$ cat src/sv/idar_pkg.sv
// ----------------------------------------------------------------------------
// idar_pkg
// Opcodes, status codes and controller/datapath handshake types shared by
// the identifier allocator.
// ----------------------------------------------------------------------------
package idar_pkg;

    localparam logic [1:0] OP_ALLOC   = 2'd0;
    localparam logic [1:0] OP_RELEASE = 2'd1;
    localparam logic [1:0] OP_LOOKUP  = 2'd2;
    localparam logic [1:0] OP_NOP     = 2'd3;

    localparam logic [1:0] ST_OK       = 2'd0;
    localparam logic [1:0] ST_NONE     = 2'd1;
    localparam logic [1:0] ST_NOT_USED = 2'd2;

    localparam logic [7:0] REUSE_DELAY_RESET = 8'd10;

    // commands from the controller to the datapath
    typedef struct packed {
        logic clear_wr;
        logic capture;
        logic rd_cur;
        logic rd_id;
        logic alloc_step;
        logic alloc_take;
        logic alloc_fail;
        logic id_fin;
    } t_cmd;

    // status from the datapath to the controller
    typedef struct packed {
        logic clear_last;
        logic cur_end;
        logic step_lim;
        logic time_gt;
    } t_sts;

endpackage

$ cat src/sv/idar_ctrl.sv
// ----------------------------------------------------------------------------
// idar_ctrl
// Controller: clearing pass after reset, free list walk and lookup/release
// sequencing, result handshake.
// ----------------------------------------------------------------------------
module idar_ctrl (
    input  logic           i_clk,
    input  logic           i_rst_n,
    input  logic           i_valid,
    input  logic [1:0]     i_opcode,
    output logic           o_ready,
    output logic           o_valid,
    input  logic           i_out_ready,
    input  idar_pkg::t_sts i_sts,
    output idar_pkg::t_cmd o_cmd
);

    localparam logic [2:0] S_CLEAR = 3'd0;
    localparam logic [2:0] S_IDLE  = 3'd1;
    localparam logic [2:0] S_ARD   = 3'd2;
    localparam logic [2:0] S_ACHK  = 3'd3;
    localparam logic [2:0] S_IDRD  = 3'd4;
    localparam logic [2:0] S_IDCHK = 3'd5;
    localparam logic [2:0] S_DONE  = 3'd6;

    logic [2:0] r_state;
    logic [2:0] n_state;

    always_comb begin
        n_state = r_state;
        o_cmd   = '0;
        o_ready = 1'b0;
        o_valid = 1'b0;
        case (r_state)
            S_CLEAR: begin
                o_cmd.clear_wr = 1'b1;
                if (i_sts.clear_last) begin
                    n_state = S_IDLE;
                end
            end
            S_IDLE: begin
                o_ready = 1'b1;
                if (i_valid) begin
                    o_cmd.capture = 1'b1;
                    case (i_opcode)
                        idar_pkg::OP_ALLOC:   n_state = S_ARD;
                        idar_pkg::OP_RELEASE: n_state = S_IDRD;
                        idar_pkg::OP_LOOKUP:  n_state = S_IDRD;
                        default:              n_state = S_DONE;
                    endcase
                end
            end
            S_ARD: begin
                if (i_sts.cur_end || i_sts.step_lim) begin
                    o_cmd.alloc_fail = 1'b1;
                    n_state = S_DONE;
                end else begin
                    o_cmd.rd_cur = 1'b1;
                    n_state = S_ACHK;
                end
            end
            S_ACHK: begin
                // entry still cooling down: move on to its successor
                if (i_sts.time_gt) begin
                    o_cmd.alloc_step = 1'b1;
                    n_state = S_ARD;
                end else begin
                    o_cmd.alloc_take = 1'b1;
                    n_state = S_DONE;
                end
            end
            S_IDRD: begin
                o_cmd.rd_id = 1'b1;
                n_state = S_IDCHK;
            end
            S_IDCHK: begin
                o_cmd.id_fin = 1'b1;
                n_state = S_DONE;
            end
            S_DONE: begin
                o_valid = 1'b1;
                if (i_out_ready) begin
                    n_state = S_IDLE;
                end
            end
            default: begin
                n_state = S_IDLE;
            end
        endcase
    end

    always_ff @(posedge i_clk) begin
        if (!i_rst_n) begin
            r_state <= S_CLEAR;
        end else begin
            r_state <= n_state;
        end
    end

`ifndef NO_ASSERTIONS
    a_one_item: assert property (@(posedge i_clk) disable iff (!i_rst_n)
        !(o_ready && o_valid))
        else $error("input taken while a result is pending");
    a_check_after_read: assert property (@(posedge i_clk) disable iff (!i_rst_n)
        (r_state == S_ACHK) |-> ($past(r_state) == S_ARD))
        else $error("ready time checked without a table read");
    a_id_after_read: assert property (@(posedge i_clk) disable iff (!i_rst_n)
        (r_state == S_IDCHK) |-> ($past(r_state) == S_IDRD))
        else $error("allocated flag used without a table read");
`endif

endmodule

$ cat config.mk
export PLATFORM = sky130hd
export DESIGN_NAME = idar_ctrl
export DESIGN_NICKNAME = d
export VERILOG_FILES = /design/src/sv/idar_pkg.sv /design/src/sv/idar_ctrl.sv
export SDC_FILE = /design/constraint.sdc
export NUM_CORES = 1
export LEC_CHECK = 0
export BUFFER_PORTS_ARGS = -buffer_cell sky130_fd_sc_hd__buf_2
export CAP_MARGIN = 25
export CORE_AREA = 2 2 39 41
export CTS_CLUSTER_DIAMETER = 40
export CTS_CLUSTER_SIZE = 28
export DETAILED_ROUTE_END_ITERATION = 16
export DIE_AREA = 0 0 41 43
export PLACE_DENSITY_LB_ADDON = 0.25
export SYNTH_ARGS = -nofsm -noshare
export SYNTH_HDL_FRONTEND = slang
export SYNTH_SLANG_ARGS = --single-unit
$ cat constraint.sdc
create_clock -name i_clk -period 1.9 [get_ports i_clk]
set_input_delay 0.38 -clock i_clk [delete_from_list [all_inputs] [get_ports i_clk]]
set_output_delay 0.38 -clock i_clk [all_outputs]
set_load 0.05 [all_outputs]
==> results of run 1 <==
## per-stage QoR
| stage | std cells | total power [uW] | hold WS, ns | utilization (%) | setup WS, ns |
|---|---|---|---|---|---|
| 6_report | 82 | 332 | 0.411 | 35.0 | 0.115 |
| 5_1_grt | 82 | 361 | 0.409 | 35.0 | 0.0256 |
| 4_1_cts | 82 | 339 | 0.406 | 34.8 | 0.0739 |
| 3_5_place_dp | 78 | 220 | 0.522 | 32.9 | 0.322 |
| 3_3_place_gp | 78 | 219 | 0.513 | 32.9 | 0.322 |
| 2_1_floorplan | 44 | 190 | 0.512 | - | 0.0892 |
## area by class of cell
class | instances | area [um2] | share of cell area [%]
Multi-Input combinational cell | 34 | 253 | 52.2
Tap cell | 16 | 20.0 | 4.13
Sequential cell | 3 | 60.1 | 12.4
Clock buffer | 4 | 26.3 | 5.43
Timing Repair Buffer | 21 | 110 | 22.7
Inverter | 4 | 15.0 | 3.10
## metal layers
metal	wire length, um	vias to the layer above
met3	63	0
met1	356	167
met4	0	0
li1	-	199
met2	380	16
met5	0	-
## power breakdown
group	switching [uW]	internal (uW)
Sequential	8.59	68.9
Combinational	88.7	52.6
Clock	34.7	78.8
Total	132	200
## path summary, 6_finish.rpt
path | cells after the start | slack [ns] | end
worst max-delay path | 4 | 0.12 | o_cmd[6]
worst max register to register | 3 | 0.65 | r_state[0]
worst min register to register | 2 | 0.54 | r_state[1]
worst min-delay path | 3 | 0.41 | r_state[1]
## critical path, stage by stage (launching register included)
cell     delay (ns)
dfxtp_1        0.43
and2b_2        0.26
nor2b_4        0.12
and2_1         0.16
buf_2          0.20
## logic make-up (layout without fill, tap and decap cells)
kind of cell	Yosys count	in the layout	share of synthesized area, %
AO/OA/AOI/OAI	11	11	20.2
adder cells (fa/ha/maj)	1	1	3.82
buffers and inverters	7	29	13.0
flip-flops	3	3	18.3
AND/OR/NAND/NOR	22	22	44.7
## synthesized netlist by cell type
cell type and number:
nand3b_1 2, or3_1 1, buf_6 2, o21ai_1 1, nor3b_1 3, and2b_2 1, nand2b_1 1, inv_1 4
ha_1 1, o211ai_1 1, nor3_1 2, buf_2 1, nor2_1 3, o21ai_0 4, and2_1 2, a21oi_1 2
nor2b_4 1, a211o_2 1, nand2_1 2, or3_4 1, a211oi_1 1, dfxtp_1 3, or3b_1 1, a31oi_1 1
nor2b_1 2
==> impl_metrics.yaml, run 1 <==
global_route:
  grt_pass1_wl_mm: 1.24
  antenna_found_initial: 0
  grt-busiest-layer: "met2"
  grt_overflow: 0
  met1_usage_pct: 13.1
  grt_max_degree: 15
  grtUsageMet2_pct: 14.4
  grt_pass1_vias: 316
  gr-usage-met3_pct: 3.14
  grt_usage_pct: 10.5
clock_tree:
  htreeDepth: 1
  cts_setup_buffers: 0
  hold_buffers: 0
  cts_num_sinks: 3
  cts_resized: 0
  worstSkewPairLatency_ns: 0.23
  clk_pin_slew_worst_paths_ns: 0.04
  cts_tree: "built"
  ctsLongestPathBuffers: 2
  cts-root-buf: "clkbuf_4"
  cts_made_buffers: 3
cells_and_area:
  drive_gt1_share_pct: 51.5
  largest_register: "r_state"
  diodes: 0
  reg_top3: "r_state: 3 flops"
  nets: 78
  post-route-cell-area_um2: 484
  final_common_cell: "buf_2"
  largest_register_ff_count: 3
  area_growth_pct: 47.7
  layout.cells.most_common_list: "buf_2 (19), inv_1 (4), o21ai_0 (4)"
  fill_cells: 157
placed_design:
  dpl_cell_area_um2: 455
  portBuffers: 19
  dp_hpwl_um: 605
  gp_congestion: 0.681
floorplanning:
  die_w_um: 41
  row_count: 14
  initial_core_util_pct: 23.7
  die-area_um2: 1760
  fp.dieH_um: 43
  io_pins: 20
  coreArea_um2: 1380
power_and_ir_drop:
  peakVddDrop_uv: 255
  power_density_nw_per_um2: 686
  leakage_uw: 0.000232
sta:
  rsz0062_at_grt: "false"
  finClkSkew_ns: 0.00408
  maxSlewViolCount: 0
  tns_ns: 0
  fmax_ghz: 0.560
  finalSetupViolations: 0
  fin_crit_sh_pct: 93.9
  tightest_slew_ns: 0.439
  slew_headroom_pct: 70.7
  min_period_ns: 1.78
  hold_viol_final: 0
drt:
  drt_iter0_drc: 7
  via_per_inst: 4.66
  drc: 0
  ant_nets: 0
  wl_per_cell_um: 9.76
  drt_wl_total_um: 800
  vias: 382
  drt_first_pass_iters: 4
critical_path:
  critPathMaxFanout: 6
  crit_type: "flip-flop to output pin"
  critPathArrivalTime_ns: 1.40
  cp-startpoint: "r_state[1]"
  worstPathRequired_ns: 1.52
  critPathLaunchType: "flip-flop"
  r2r-start: "r_state[2]"
  critPathCaptureType: "output pin"
status:
  status: "finished, final reports clean"
synthesis:
  syn_inst: 44
  ys_types: 25
  synth_top_area_share_pct: 18.3
  yosys-top-cells-area: "dfxtp_1 (18%), buf_6 (6.9%), nor3b_1 (6.9%), o21ai_0 (6.1%), inv_1 (4.6%)"
  yosysWarnings: 0
  syn_area_um2: 328
  synth_seq_cells: 3
  syn_area_per_cell_um2: 7.45
  syn_nets: 55
  synth_area_leader_cell: "dfxtp_1"
  seq_area_frac_synth_pct: 18.3
worst_hold_path:
  holdCritStartpoint: "i_rst_n"
  hold_path_class: "primary input to flip-flop"
job:
  maxCapViolCount: 0
(Power assumes the default switching activity.)
==> run 2: changes to the inputs <==
==> constraint.sdc (replaced) <==
create_clock -name i_clk -period 1.9 [get_ports i_clk]
set_input_delay 0.475 -clock i_clk [delete_from_list [all_inputs] [get_ports i_clk]]
set_output_delay 0.475 -clock i_clk [all_outputs]
set_load 0.1 [all_outputs]
==> impl_metrics.yaml, run 2 (synthesized netlist as in run 1, its figures left out) <==
cells_and_area:
  nets: 80
  final_common_cell: "buf_2"
  fill_cells: 146
  layout.cells.most_common_list: "buf_2 (10), buf_12 (9), inv_1 (4), o21ai_0 (4), buf_4 (4)"
  drive_gt1_share_pct: 60.3
  multiInputGateArea_um2: 289
  largest_register: "r_state"
  area_growth_pct: 105
  post-route-cell-area_um2: 673
  seqCellArea_um2: 62.6
  largest_register_ff_count: 3
  diodes: 0
  reg_top3: "r_state: 3 flops"
floorplanning:
  die_w_um: 41
  io_pins: 20
  fp.dieH_um: 43
  die-area_um2: 1760
  coreArea_um2: 1380
  initial_core_util_pct: 23.7
  row_count: 14
clock_tree:
  cts_made_buffers: 3
  hold_buffers: 0
  worstSkewPairLatency_ns: 0.23
  ctsLongestPathBuffers: 2
  htreeDepth: 1
  clk_pin_slew_worst_paths_ns: 0.04
  cts_num_sinks: 3
  cts_tree: "built"
  cts_setup_buffers: 0
  cts-root-buf: "clkbuf_4"
drt:
  drt_first_pass_iters: 4
  top_layer: "met3"
  drt_wl_total_um: 896
  met3_length_um: 68
  vias: 402
  drt_iter0_drc: 4
  dr_wl_met2_um: 440
  met1_length_um: 387
  drc: 0
  via_per_inst: 4.79
  ant_nets: 0
  wl_per_cell_um: 10.7
placed_design:
  pre_cts_slack_ns: 0.165
  gp_congestion: 0.758
  dpl_cell_area_um2: 639
  portBuffers: 19
  dp_hpwl_um: 742
status:
  status: "finished, final reports clean"
global_route:
  grt_pass1_vias: 360
  grt_max_degree: 9
  grt_pass1_wl_mm: 1.48
  grt_overflow: 0
  antenna_found_initial: 0
  grt_usage_pct: 12.0
sta:
  maxSlewViolCount: 0
  fmax_ghz: 0.545
  layout_setup_ws_ns: 0.0667
  rsz0062_at_grt: "false"
  slew_headroom_pct: 68.0
  whs_ns: 0.493
  fin_crit_sh_pct: 96.5
  tightest_slew_ns: 0.483
  min_period_ns: 1.83
  finalSetupViolations: 0
  hold_viol_final: 0
  finClkSkew_ns: 0.00356
critical_path:
  critPathArrivalTime_ns: 1.36
  critPathMaxFanout: 6
  critPathLaunchType: "flip-flop"
  r2r_cells: 4
  critPathCaptureType: "output pin"
  crit_type: "flip-flop to output pin"
  worstPathRequired_ns: 1.42
power_and_ir_drop:
  power_density_nw_per_um2: 644
  p_clk_share_pct: 26.1
  internal_power_uw: 238
  leakage_uw: 0.000282
  peakVddDrop_uv: 245
  swShare_pct: 45.2
  seqPwrFrac_pct: 18.8
  power.switching_uw: 196
  power_frac_comb_pct: 55.1
  finalPower_uw: 434
worst_hold_path:
  hold-path-cell-count: 3
  hold_path_class: "primary input to flip-flop"
job:
  maxCapViolCount: 0
[run 2: cell count changes in the layout (fill, tap and decap cells not counted), sizes merged]
cell / before / now
buf: 21 / 23
[run 2: power groups by stage]
stage | registers, uW | clock network [uW] | logic [uW]
after CTS | 80.8 | 117 | 239
after detailed placement | 81.3 | 0 | 239
after global routing | 83.2 | 124 | 251
final | 81.6 | 113 | 239
after global placement | 81.3 | 0 | 238
after floorplan | 74.1 | 0 | 177
[run 2: repair_timing]
| action | in CTS | in global routing |
|---|---|---|
| resized for setup | 1 | 2 |
| pin swaps | 0 | 0 |
| setup endpoints to repair | 1 | 2 |
[run 2: metal layers]
| metal | GRT usage [%] | up-vias |
|---|---|---|
| li1 | - | 202 |
| met1 | 16.1 | 184 |
| met2 | 17.8 | 16 |
| met3 | 5.24 | 0 |
| met4 | 2.00 | 0 |
| met5 | 0 | - |
[run 2: through the flow]
stage	utilization, %	std cells	setup TNS, ns
after detailed placement	46.2	80	0
after global placement	46.2	80	0
after floorplan	-	44	-0.799
final	48.6	84	0
after CTS	48.2	84	0
after global routing	48.6	84	0
[run 2: cell type report]
| type | instances | share of cell area (%) |
|---|---|---|
| timing repair buffer | 23 | 38.7 |
| clock buffer | 4 | 3.90 |
| inverter | 4 | 2.23 |
| multi-input combinational | 34 | 42.9 |
| sequential | 3 | 9.29 |
| tap | 16 | 2.97 |
[run 2: worst max-delay path: stages (launching register included)]
cell,delay [ns]
dfxtp_2,0.41
and2b_2,0.26
nor2b_4,0.14
and2_4,0.16
buf_12,0.16
[run 2: worst paths after layout]
| path | from | slack, ns | to |
|---|---|---|---|
| max reg2reg | r_state[1] | 0.66 | r_state[0] |
| max | r_state[1] | 0.07 | o_cmd[6] |
| min | i_rst_n | 0.49 | r_state[1] |
| min reg2reg | r_state[0] | 0.66 | r_state[0] |
